**config.mk**
```make
export PLATFORM = sky130hd
export DESIGN_NAME = tft_command_pixel_stream_unit_flat
export DESIGN_NICKNAME = d
export VERILOG_FILES = /design/src/design/tcps_pkg.sv /design/src/design/tcps_if.sv /design/src/design/tft_command_pixel_stream_unit.sv /design/src/flat_wrapper.sv
export VERILOG_INCLUDE_DIRS = /design/src /design/src/design
export SDC_FILE = /design/constraint.sdc
export NUM_CORES = 1
export LEC_CHECK = 0
export ABC_AREA = 1
export BUFFER_PORTS_ARGS = -buffer_cell sky130_fd_sc_hd__buf_2
export CAP_MARGIN = 0
export CELL_PAD_IN_SITES_DETAIL_PLACEMENT = 1
export CELL_PAD_IN_SITES_GLOBAL_PLACEMENT = 1
export CORE_MARGIN = 8
export CORE_UTILIZATION = 33
export CTS_CLUSTER_SIZE = 10
export DETAILED_ROUTE_END_ITERATION = 6
export GPL_TIMING_DRIVEN = 1
export PLACE_DENSITY = 0.77
export SLEW_MARGIN = 20
export SYNTH_ARGS = -nofsm -noshare
export SYNTH_HDL_FRONTEND = slang
export SYNTH_SLANG_ARGS = --single-unit
export TNS_END_PERCENT = 1
```
**constraint.sdc**
```tcl
create_clock -name clk -period 3.35 [get_ports clk]
set_input_delay 0.67 -clock clk [delete_from_list [all_inputs] [get_ports clk]]
set_output_delay 0.67 -clock clk [all_outputs]
set_load 0.03 [all_outputs]
```
**src/design/tft_command_pixel_stream_unit_macros.svh**
```systemverilog
// ----------------------------------------------------------------------------
// Assertion macros for the TFT command and pixel stream unit
// Concurrent assertion wrappers that compile away when SYNTHESIS is defined.
// ----------------------------------------------------------------------------
`ifndef TFT_COMMAND_PIXEL_STREAM_UNIT_MACROS_SVH
`define TFT_COMMAND_PIXEL_STREAM_UNIT_MACROS_SVH

`ifndef SYNTHESIS
`define TCPS_ASSERT_SAME(label, clk, rst_n, cond, prop) \
    label: assert property (@(posedge clk) disable iff (!rst_n) (cond) |-> (prop)) \
        else $error("tcps check failed");
`define TCPS_ASSERT_NEXT(label, clk, rst_n, cond, prop) \
    label: assert property (@(posedge clk) disable iff (!rst_n) (cond) |=> (prop)) \
        else $error("tcps check failed");
`else
`define TCPS_ASSERT_SAME(label, clk, rst_n, cond, prop)
`define TCPS_ASSERT_NEXT(label, clk, rst_n, cond, prop)
`endif

`endif

```
**src/design/tcps_pkg.sv**
```systemverilog
// ----------------------------------------------------------------------------
// TFT command and pixel stream package
// Request and output types, command codes and register indexes.
// ----------------------------------------------------------------------------
`default_nettype none

package tcps_pkg;

    typedef enum logic [1:0] {
        REQ_WINDOW = 2'd0,
        REQ_PIXEL  = 2'd1,
        REQ_GLYPH  = 2'd2,
        REQ_NONE   = 2'd3
    } req_type_t;

    typedef struct packed {
        req_type_t   req_type;
        logic [15:0] coord_x;
        logic [15:0] coord_y;
        logic [15:0] win_width;
        logic [15:0] win_height;
        logic [15:0] pixel_color;
        logic [7:0]  glyph_bits;
    } request_t;

    typedef struct packed {
        logic [7:0] out_byte;
        logic       is_data;
        logic       last_of_run;
    } out_item_t;

    typedef logic [7:0]  cfg_index_t;
    typedef logic [15:0] cfg_data_t;
    typedef logic [3:0]  byte_index_t;

    localparam cfg_index_t REG_X_OFFSET   = 8'd0;
    localparam cfg_index_t REG_Y_OFFSET   = 8'd1;
    localparam cfg_index_t REG_TEXT_COLOR = 8'd2;
    localparam cfg_index_t REG_BACK_COLOR = 8'd3;

    localparam logic [7:0] CMD_COLUMN_ADDR = 8'h2A;
    localparam logic [7:0] CMD_ROW_ADDR    = 8'h2B;
    localparam logic [7:0] CMD_MEM_WRITE   = 8'h2C;

    localparam logic [15:0] TEXT_COLOR_RESET = 16'hFFFF;

    localparam byte_index_t WIN_COL_CMD  = 4'd0;
    localparam byte_index_t WIN_SX_HI    = 4'd1;
    localparam byte_index_t WIN_SX_LO    = 4'd2;
    localparam byte_index_t WIN_EX_HI    = 4'd3;
    localparam byte_index_t WIN_EX_LO    = 4'd4;
    localparam byte_index_t WIN_ROW_CMD  = 4'd5;
    localparam byte_index_t WIN_SY_HI    = 4'd6;
    localparam byte_index_t WIN_SY_LO    = 4'd7;
    localparam byte_index_t WIN_EY_HI    = 4'd8;
    localparam byte_index_t WIN_EY_LO    = 4'd9;
    localparam byte_index_t WIN_LAST     = 4'd10;
    localparam byte_index_t PIXEL_LAST   = 4'd1;
    localparam byte_index_t GLYPH_LAST   = 4'd15;

endpackage

`default_nettype wire

```
**src/design/tcps_if.sv**
```systemverilog
// ----------------------------------------------------------------------------
// TFT command and pixel stream interfaces
// Request, output byte and configuration write channels.
// ----------------------------------------------------------------------------
`default_nettype none

interface tcps_req_if;
    logic              valid;
    logic              ready;
    tcps_pkg::request_t data;

    modport source (output valid, output data, input ready);
    modport sink (input valid, input data, output ready);
endinterface

interface tcps_out_if;
    logic                valid;
    logic                ready;
    tcps_pkg::out_item_t data;

    modport source (output valid, output data, input ready);
    modport sink (input valid, input data, output ready);
endinterface

interface tcps_cfg_if;
    logic                 valid;
    logic                 ready;
    tcps_pkg::cfg_index_t index;
    tcps_pkg::cfg_data_t  wdata;

    modport source (output valid, output index, output wdata, input ready);
    modport sink (input valid, input index, input wdata, output ready);
endinterface

`default_nettype wire

```
**src/design/tft_command_pixel_stream_unit.sv**
```systemverilog
// ----------------------------------------------------------------------------
// TFT command and pixel stream unit
// Turns window, pixel and glyph requests into tagged panel link bytes.
// ----------------------------------------------------------------------------
// A request produces one byte per cycle, while the sink is ready, into a
// registered output stage: 11 bytes for a set-window request, 2 for a
// pixel request and 16 for a glyph-byte request, and a request of the
// unused type is taken with no output. The next request is accepted in the
// same cycle in which the last byte of the current one enters the output
// register, so throughput is set by the output register and the sink's pace.
`default_nettype none

`include "tft_command_pixel_stream_unit_macros.svh"

module tft_command_pixel_stream_unit (
    input  wire logic   clk,
    input  wire logic   rst_n,
    tcps_req_if.sink    req,
    tcps_out_if.source  pix,
    tcps_cfg_if.sink    cfg
);

    logic [7:0]  x_offset_reg;
    logic [7:0]  y_offset_reg;
    logic [15:0] text_color_reg;
    logic [15:0] back_color_reg;

    logic                  cur_valid_reg;
    tcps_pkg::req_type_t   cur_type_reg;
    tcps_pkg::byte_index_t idx_reg;
    logic [15:0]           sx_reg;
    logic [15:0]           ex_reg;
    logic [15:0]           sy_reg;
    logic [15:0]           ey_reg;
    logic [15:0]           pixel_reg;
    logic [7:0]            glyph_reg;

    logic                  out_valid_reg;
    tcps_pkg::out_item_t   out_item_reg;

    logic                  out_free;
    logic                  advance;
    logic                  cur_last;
    logic                  req_fire;
    tcps_pkg::byte_index_t last_idx;
    logic [15:0]           sx_next;
    logic [15:0]           sy_next;
    logic [15:0]           ex_next;
    logic [15:0]           ey_next;
    logic [15:0]           glyph_color;
    tcps_pkg::out_item_t   item_next;

    assign out_free = !out_valid_reg || pix.ready;
    assign advance  = cur_valid_reg && out_free;
    assign cur_last = (idx_reg == last_idx);
    assign req.ready = !cur_valid_reg || (advance && cur_last);
    assign req_fire = req.valid && req.ready;
    assign cfg.ready = 1'b1;

    assign pix.valid = out_valid_reg;
    assign pix.data  = out_item_reg;

    assign sx_next = req.data.coord_x + {8'd0, x_offset_reg};
    assign sy_next = req.data.coord_y + {8'd0, y_offset_reg};
    assign ex_next = sx_next + req.data.win_width - 16'd1;
    assign ey_next = sy_next + req.data.win_height - 16'd1;

    assign glyph_color = glyph_reg[idx_reg[3:1]] ? text_color_reg : back_color_reg;

    always_comb
    begin
        case (cur_type_reg)
            tcps_pkg::REQ_WINDOW: last_idx = tcps_pkg::WIN_LAST;
            tcps_pkg::REQ_PIXEL:  last_idx = tcps_pkg::PIXEL_LAST;
            default:              last_idx = tcps_pkg::GLYPH_LAST;
        endcase
    end

    always_comb
    begin
        item_next.is_data     = 1'b1;
        item_next.last_of_run = cur_last;
        case (cur_type_reg)
            tcps_pkg::REQ_WINDOW:
            begin
                case (idx_reg)
                    tcps_pkg::WIN_COL_CMD:
                    begin
                        item_next.out_byte = tcps_pkg::CMD_COLUMN_ADDR;
                        item_next.is_data  = 1'b0;
                    end
                    tcps_pkg::WIN_SX_HI: item_next.out_byte = sx_reg[15:8];
                    tcps_pkg::WIN_SX_LO: item_next.out_byte = sx_reg[7:0];
                    tcps_pkg::WIN_EX_HI: item_next.out_byte = ex_reg[15:8];
                    tcps_pkg::WIN_EX_LO: item_next.out_byte = ex_reg[7:0];
                    tcps_pkg::WIN_ROW_CMD:
                    begin
                        item_next.out_byte = tcps_pkg::CMD_ROW_ADDR;
                        item_next.is_data  = 1'b0;
                    end
                    tcps_pkg::WIN_SY_HI: item_next.out_byte = sy_reg[15:8];
                    tcps_pkg::WIN_SY_LO: item_next.out_byte = sy_reg[7:0];
                    tcps_pkg::WIN_EY_HI: item_next.out_byte = ey_reg[15:8];
                    tcps_pkg::WIN_EY_LO: item_next.out_byte = ey_reg[7:0];
                    default:
                    begin
                        item_next.out_byte = tcps_pkg::CMD_MEM_WRITE;
                        item_next.is_data  = 1'b0;
                    end
                endcase
            end
            tcps_pkg::REQ_PIXEL:
                item_next.out_byte = idx_reg[0] ? pixel_reg[7:0] : pixel_reg[15:8];
            default:
                item_next.out_byte = idx_reg[0] ? glyph_color[7:0] : glyph_color[15:8];
        endcase
    end

    always_ff @(posedge clk or negedge rst_n)
    begin
        if (!rst_n)
        begin
            x_offset_reg   <= 8'd0;
            y_offset_reg   <= 8'd0;
            text_color_reg <= tcps_pkg::TEXT_COLOR_RESET;
            back_color_reg <= 16'd0;
            cur_valid_reg  <= 1'b0;
            idx_reg        <= '0;
            out_valid_reg  <= 1'b0;
        end
        else
        begin
            if (cfg.valid)
            begin
                case (cfg.index)
                    tcps_pkg::REG_X_OFFSET:   x_offset_reg   <= cfg.wdata[7:0];
                    tcps_pkg::REG_Y_OFFSET:   y_offset_reg   <= cfg.wdata[7:0];
                    tcps_pkg::REG_TEXT_COLOR: text_color_reg <= cfg.wdata;
                    tcps_pkg::REG_BACK_COLOR: back_color_reg <= cfg.wdata;
                    default:                  ;
                endcase
            end

            if (req_fire)
            begin
                cur_valid_reg <= (req.data.req_type != tcps_pkg::REQ_NONE);
                idx_reg       <= '0;
            end
            else if (advance)
            begin
                idx_reg <= idx_reg + 4'd1;
                if (cur_last)
                begin
                    cur_valid_reg <= 1'b0;
                end
            end

            if (advance)
            begin
                out_valid_reg <= 1'b1;
            end
            else if (pix.ready)
            begin
                out_valid_reg <= 1'b0;
            end
        end
    end

    // Payload registers carry no reset.
    always_ff @(posedge clk)
    begin
        if (req_fire)
        begin
            cur_type_reg <= req.data.req_type;
            sx_reg       <= sx_next;
            ex_reg       <= ex_next;
            sy_reg       <= sy_next;
            ey_reg       <= ey_next;
            pixel_reg    <= req.data.pixel_color;
            glyph_reg    <= req.data.glyph_bits;
        end
        if (advance)
        begin
            out_item_reg <= item_next;
        end
    end

    `TCPS_ASSERT_SAME(a_ready_only_on_last, clk, rst_n, req.ready && cur_valid_reg, advance && cur_last)
    `TCPS_ASSERT_NEXT(a_window_starts_at_zero, clk, rst_n, req_fire && req.data.req_type == tcps_pkg::REQ_WINDOW, cur_valid_reg && idx_reg == tcps_pkg::WIN_COL_CMD)
    `TCPS_ASSERT_SAME(a_window_index_range, clk, rst_n, cur_valid_reg && cur_type_reg == tcps_pkg::REQ_WINDOW, idx_reg <= tcps_pkg::WIN_LAST)
    `TCPS_ASSERT_SAME(a_pixel_index_range, clk, rst_n, cur_valid_reg && cur_type_reg == tcps_pkg::REQ_PIXEL, idx_reg <= tcps_pkg::PIXEL_LAST)
    `TCPS_ASSERT_NEXT(a_none_leaves_idle, clk, rst_n, req_fire && req.data.req_type == tcps_pkg::REQ_NONE, !cur_valid_reg)

endmodule

`default_nettype wire
```
**src/flat_wrapper.sv**
```systemverilog
// flat-port wrapper written by rule: the top's interface ports become plain ports
module tft_command_pixel_stream_unit_flat 
  (clk, rst_n, req_valid, req_data, req_ready, pix_valid, pix_data, pix_ready, cfg_valid, cfg_index, cfg_wdata, cfg_ready);
  tcps_req_if req_i ();
  tcps_out_if pix_i ();
  tcps_cfg_if cfg_i ();
  input  wire logic clk;
  input  wire logic rst_n;
  input wire logic [$bits(req_i.valid)-1:0] req_valid;
  input wire logic [$bits(req_i.data)-1:0] req_data;
  output wire logic [$bits(req_i.ready)-1:0] req_ready;
  output wire logic [$bits(pix_i.valid)-1:0] pix_valid;
  output wire logic [$bits(pix_i.data)-1:0] pix_data;
  input wire logic [$bits(pix_i.ready)-1:0] pix_ready;
  input wire logic [$bits(cfg_i.valid)-1:0] cfg_valid;
  input wire logic [$bits(cfg_i.index)-1:0] cfg_index;
  input wire logic [$bits(cfg_i.wdata)-1:0] cfg_wdata;
  output wire logic [$bits(cfg_i.ready)-1:0] cfg_ready;
  assign req_i.valid = req_valid;
  assign req_i.data = req_data;
  assign req_ready = req_i.ready;
  assign pix_valid = pix_i.valid;
  assign pix_data = pix_i.data;
  assign pix_i.ready = pix_ready;
  assign cfg_i.valid = cfg_valid;
  assign cfg_i.index = cfg_index;
  assign cfg_i.wdata = cfg_wdata;
  assign cfg_ready = cfg_i.ready;
  tft_command_pixel_stream_unit u_core (.clk(clk), .rst_n(rst_n), .req(req_i), .pix(pix_i), .cfg(cfg_i));
endmodule
```
Word-level counts from Yosys, hierarchy flattened
Cells that the tools add are included.

word-level totals
  logic and storage cells = 75
  input bits = 119
  bits in writable memories = 0
  output and inout port bits = 13
  memories kept = 0
  latch bits = 0
  bits in read-only memories = 0
  flip-flop bits (word level) = 154

operators by class
  eq/ne operators = 15
  bitwise operators = 0
  $lt $le $gt $ge = 1
  reduce and logical (&&, ||, !) cells = 19
  $mul = 0
  div/mod/pow operators = 0
  mux-type cells = 16
  shifts and indexed selects = 0
  add/subtract/negate cells = 7

operators with widths
  cell                                                 count
  one-hot mux 8 bit (10 select lines)                  1
  adder 16 bit                                         2
  adder 16 x 8 -> 16 bit                               2
  subtractor 16 x 1 -> 16 bit (second input constant)  2
  == test 4 x 3 -> 1 bit (second input constant)       4
  == test 8 x 2 -> 1 bit (second input constant)       2
  2-to-1 mux 16 bit                                    1
  2-to-1 mux 8 bit                                     2
  one-hot mux 8 bit (2 select lines)                   1
  AND reduction 2 bit                                  5
  == test 4 x 2 -> 1 bit (second input constant)       2
  == test 4 bit (second input constant)                2
  == test 8 x 1 -> 1 bit (second input constant)       1
  zero test 8 bit                                      1
  2-to-1 mux 4 bit                                     2
  one-hot mux 4 bit (2 select lines)                   1
  OR reduction 8 bit                                   1
  2-to-1 mux 1 bit                                     7
  nonzero test 2 bit                                   3
  adder 4 x 1 -> 4 bit (second input constant)         1
  == test 4 x 1 -> 1 bit (second input constant)       1
  == test 4 bit                                        1
  zero test 4 bit                                      1
  < comparator 3 x 4 -> 1 bit (second input constant)  1
  7 further kinds                                      11

Longest topological paths before layout
  depth after elaboration = 8
  mapped depth = 22
  gate-level depth less buffers = 22

Worst setup path after synthesis
Ideal clock, no wire load.

  path kind = in2reg
  from = input req_data[56]
  to = register u_core.ey_reg[15] (data pin)
  path buffers = 0
  setup slack = -0.134 ns
  setup time = 0.252 ns
  arrival time = 3.232 ns
  required time = 3.098 ns
  stages on the path = 22
  cells stage by stage = ha_1 inv_1 fa_1 inv_1 nand3_1 nand2_1 a21boi_1 o21ai_1 nand2_1 xor2_1 ha_1 inv_1 ha_1 nand2_1 nor2_1 nand3_1 nand3_1 nand2_1 nand2_1 inv_1 nand2_1 nand2_1

on the way
  cells in the longest elaborated chain, start to end = 3

RTL lines
  element                       RTL line                              source
  start: declaration            flat_wrapper.sv:10                    input wire logic [$bits(req_i.data)-1:0] req_data;
  adder 16 x 8 -> 16 bit        tft_command_pixel_stream_unit.sv:64   assign sy_next = req.data.coord_y + {8'd0, y_offset_reg};
  adder 16 bit                  tft_command_pixel_stream_unit.sv:66   assign ey_next = sy_next + req.data.win_height - 16'd1;
  subtractor 16 x 1 -> 16 bit   tft_command_pixel_stream_unit.sv:66
  named net u_core.ey_next[15]  tft_command_pixel_stream_unit.sv:49   logic [15:0] ey_next;
  end signal: assignment        tft_command_pixel_stream_unit.sv:178  ey_reg <= ey_next;
  end: declaration              tft_command_pixel_stream_unit.sv:34   logic [15:0] ey_reg;

The timed path passes the listed nets, and every way through them passes these cells.
A chain may end at the register's enable or synchronous reset.

Worst setup path after layout
  from = register u_core.y_offset_reg[2]
  to = register u_core.ey_reg[12] (data pin)

on the way
  cells in the longest elaborated chain, start to end = 3

RTL lines
  element                       RTL line                              source
  start: declaration            tft_command_pixel_stream_unit.sv:24   logic [7:0] y_offset_reg;
  start signal: assignment      tft_command_pixel_stream_unit.sv:137  tcps_pkg::REG_Y_OFFSET: y_offset_reg <= cfg.wdata[7:0];
  adder 16 x 8 -> 16 bit        tft_command_pixel_stream_unit.sv:64
  adder 16 bit                  tft_command_pixel_stream_unit.sv:66
  subtractor 16 x 1 -> 16 bit   tft_command_pixel_stream_unit.sv:66
  named net u_core.ey_next[12]  tft_command_pixel_stream_unit.sv:49

The timed path passes the listed nets, and every way through them passes these cells.

==> results.json <==
{
  "yosys.area.top_type": "edfxtp_1",
  "overflow": 0,
  "tightest_slew_ns": 0.7087,
  "synth_top_area_share_pct": 31.00,
  "syn_area_per_cell_um2": 8.357,
  "drt-total-wl_um": 32890,
  "clock.fmax_ghz": 0.2880,
  "core_area_mm2": 0.02878,
  "clk_pin_slew_ns": 0.07,
  "synth_cells": 1159,
  "rows": 62,
  "totalPowerFinal_w": 0.007855,
  "crit_fanout": 3,
  "dpl_cell_area_mm2": 0.01160,
  "wl_per_cell_um": 18.17,
  "grt_max_degree": 33,
  "areaGrowthSynthToFinish_pct": 33.30,
  "grt_use_total_pct": 17.33,
  "num_vias": 8751,
  "antenna_found_initial": 0,
  "cts_hold_buf": 0,
  "crit_type": "flop to flop",
  "status": "complete, but fails checks",
  "clock-sinks": 154,
  "place_congestion": 0.8501,
  "insertedDiodeCount": 0,
  "grt_pass1_vias": 9581,
  "start_util_pct": 33.65,
  "p_seq_share_pct": 32.2,
  "startpoint": "u_core.y_offset_reg[2]",
  "num-fill-cells": 3456,
  "syn_nets": 1360,
  "required_ns": 3.54,
  "port_buffers": 130,
  "power_density_mw_per_mm2": 608.4,
  "r2r_slack_ns": -0.12,
  "ir_drop_uv": 351.7,
  "comb_power_share_pct": 41.4,
  "netSwitchingPower_w": 0.003028,
  "ys_ff_latch": 154,
  "power.internal_w": 0.004826,
  "via_per_inst": 4.835,
  "cts_max_level": 4,
  "num-nets-final": 1614,
  "cts_buffers": 17,
  "hp-class": "input port to async pin",
  "fin_skew_ns": 0.01419,
  "grt_pass1_wl_um": 48600,
  "die_y_um": 187.3,
  "ys.flop_type": "edfxtp_1",
  "switching_share_pct": 38.55,
  "synth-edff-count": 100,
  "fp.dieArea_mm2": 0.03509,
  "leakage_nw": 6.222,
  "clockRootBuffer": "clkbuf_16",
  "cts_tree": "done",
  "dp_slack_ns": -0.5145,
  "synthMostInstantiatedCell": "nand2_1",
  "clk_latency_ns": 0.44,
  "die_width_um": 187.3,
  "synth_area_leaders": "edfxtp_1 (31%), nand2_1 (12%), ha_1 (10%), dfrtp_1 (9.8%), inv_1 (8.6%)",
  "worst_setup_path_start_kind": "flop",
  "clock_path_buffers": 2,
  "yosysWarnings": 0,
  "arrival_ns": 3.66,
  "fin_ws_ns": -0.1220,
  "slew_headroom_pct": 52.64,
  "drive_gt1_share_pct": 29.80,
  "worstReg2RegStart": "u_core.y_offset_reg[2]",
  "ant_nets": 0,
  "finalHoldViolCount": 0,
  "drtIter0Drc": 396,
  "yosysSeqAreaShare_pct": 45.16,
  "rr_endpoint": "u_core.ey_reg[12]",
  "final_area_mm2": 0.01291,
  "io_pins": 132,
  "drc": 0,
  "drt-pass1-iter-count": 5,
  "critPathCaptureType": "flop",
  "period_needed_ns": 3.472,
  "async_flop_share_pct": 35.06,
  "rsz0062_at_grt": "true",
  "syn_area_mm2": 0.009686,
  "maxCapViolations": 0,
  "r2r_cells": 16,
  "cp-endpoint": "u_core.ey_reg[12]",
  "violations": "setup timing",
  "dp_hpwl_um": 23800,
  "ys_types": 49,
  "synth_common_cells": "nand2_1 (316), inv_1 (221), edfxtp_1 (100)",
  "finalSetupViolations": 5,
  "min_period_over_period_pct": 103.6,
  "pwr-share-clk_pct": 26.4,
  "final_max_slew_viol_count": 0
}
## layout by cell type, fill, tap and decap left out, types with 17 or more instances in the layout
| cell | instances |
|---|---|
| ha_1 | 53 |
| nand2_1 | 305 |
| xnor2_1 | 17 |
| o21ai_1 | 53 |
| ha_4 | 23 |
| buf_2 | 130 |
| inv_2 | 17 |
| xor2_1 | 28 |
| dfrtp_1 | 33 |
| clkbuf_16 | 17 |
| a21oi_1 | 39 |
| buf_4 | 119 |
| nand3_1 | 63 |
| inv_1 | 218 |
| nor2_1 | 41 |
| edfxtp_1 | 100 |
## kinds of logic after synthesis
logic type,share of synthesized area [%]
adders and majority gates,10.90
other,0.03872
DFF,45.16
AOI/OAI and AO/OA,8.164
buffers and inverters,10.44
and+or+nand+nor,20.59
xor gates and xnor gates,4.702
## stage by stage
step | hold slack (ns) | TNS (ns) | cells | util (%)
after detailed placement | 0.4683 | -7.167 | 1765 | 40.31
after global placement | 0.4604 | -5.008 | 1765 | 40.31
after CTS | 0.2281 | -0.04448 | 1803 | 43.05
final | 0.2382 | -0.3389 | 1810 | 44.86
after global routing | 0.2651 | -1.208 | 1810 | 44.86
after floorplan | 0.3744 | -0.1227 | 1159 | -
## cell type report
type / count / area [um^2] / area share, %
inverters: 239 / 900.9 / 6.977
clock buffers: 18 / 429.2 / 3.324
multi-input cells: 748 / 4910 / 38.03
clock inverters: 14 / 195.2 / 1.512
flip-flops and latches: 154 / 4380 / 33.93
repair buffers: 253 / 1615 / 12.51
well taps: 384 / 480.5 / 3.721
## worst min path at each step
stage          slack [ns]                   endpoint
6_report             0.24  u_core.back_color_reg[12]
5_1_grt              0.27  u_core.back_color_reg[12]
4_1_cts              0.23  u_core.back_color_reg[12]
3_5_place_dp         0.47   u_core.text_color_reg[0]
3_3_place_gp         0.46   u_core.text_color_reg[9]
2_1_floorplan        0.37   u_core.back_color_reg[0]
## timing repair
action | 4_1_cts | 5_1_grt
pin swaps | 6 | 38
endpoints found under the setup margin | 12 | 19
resized for setup | 27 | 78
buffers inserted | 6 | 7
## routing by layer
metal | share of wire, % | global-route usage [%] | up-vias
li1 | - | - | 4190
met1 | 40 | 19.23 | 4282
met2 | 52 | 31.33 | 205
met3 | 3.8 | 3.393 | 74
met4 | 4.8 | 8.277 | 0
met5 | 0 | 0 | -
## power groups by stage
stage / clock [W] / sequential [W] / combinational, W
3_5_place_dp: 0 / 0.00256 / 0.00294
3_3_place_gp: 0 / 0.00255 / 0.00282
2_1_floorplan: 0 / 0.00261 / 0.00181
5_1_grt: 0.00216 / 0.00255 / 0.00357
4_1_cts: 0.00209 / 0.00253 / 0.00304
6_report: 0.00207 / 0.00253 / 0.00325
## critical path: stages, from the launching register on
cell and delay, ns:
dfrtp_2 0.46, ha_1 0.32, or2_1 0.27, nand3_1 0.12, nand2_2 0.10, buf_4 0.15, xnor2_1 0.27, ha_1 0.30
inv_1 0.06, ha_1 0.28, a21oi_2 0.25, o21ai_2 0.10, o21bai_2 0.23, nand3_2 0.10, nand2_1 0.06, nand2_1 0.08
nand2_1 0.07
Note: power is estimated with default switching activity, not from simulation.
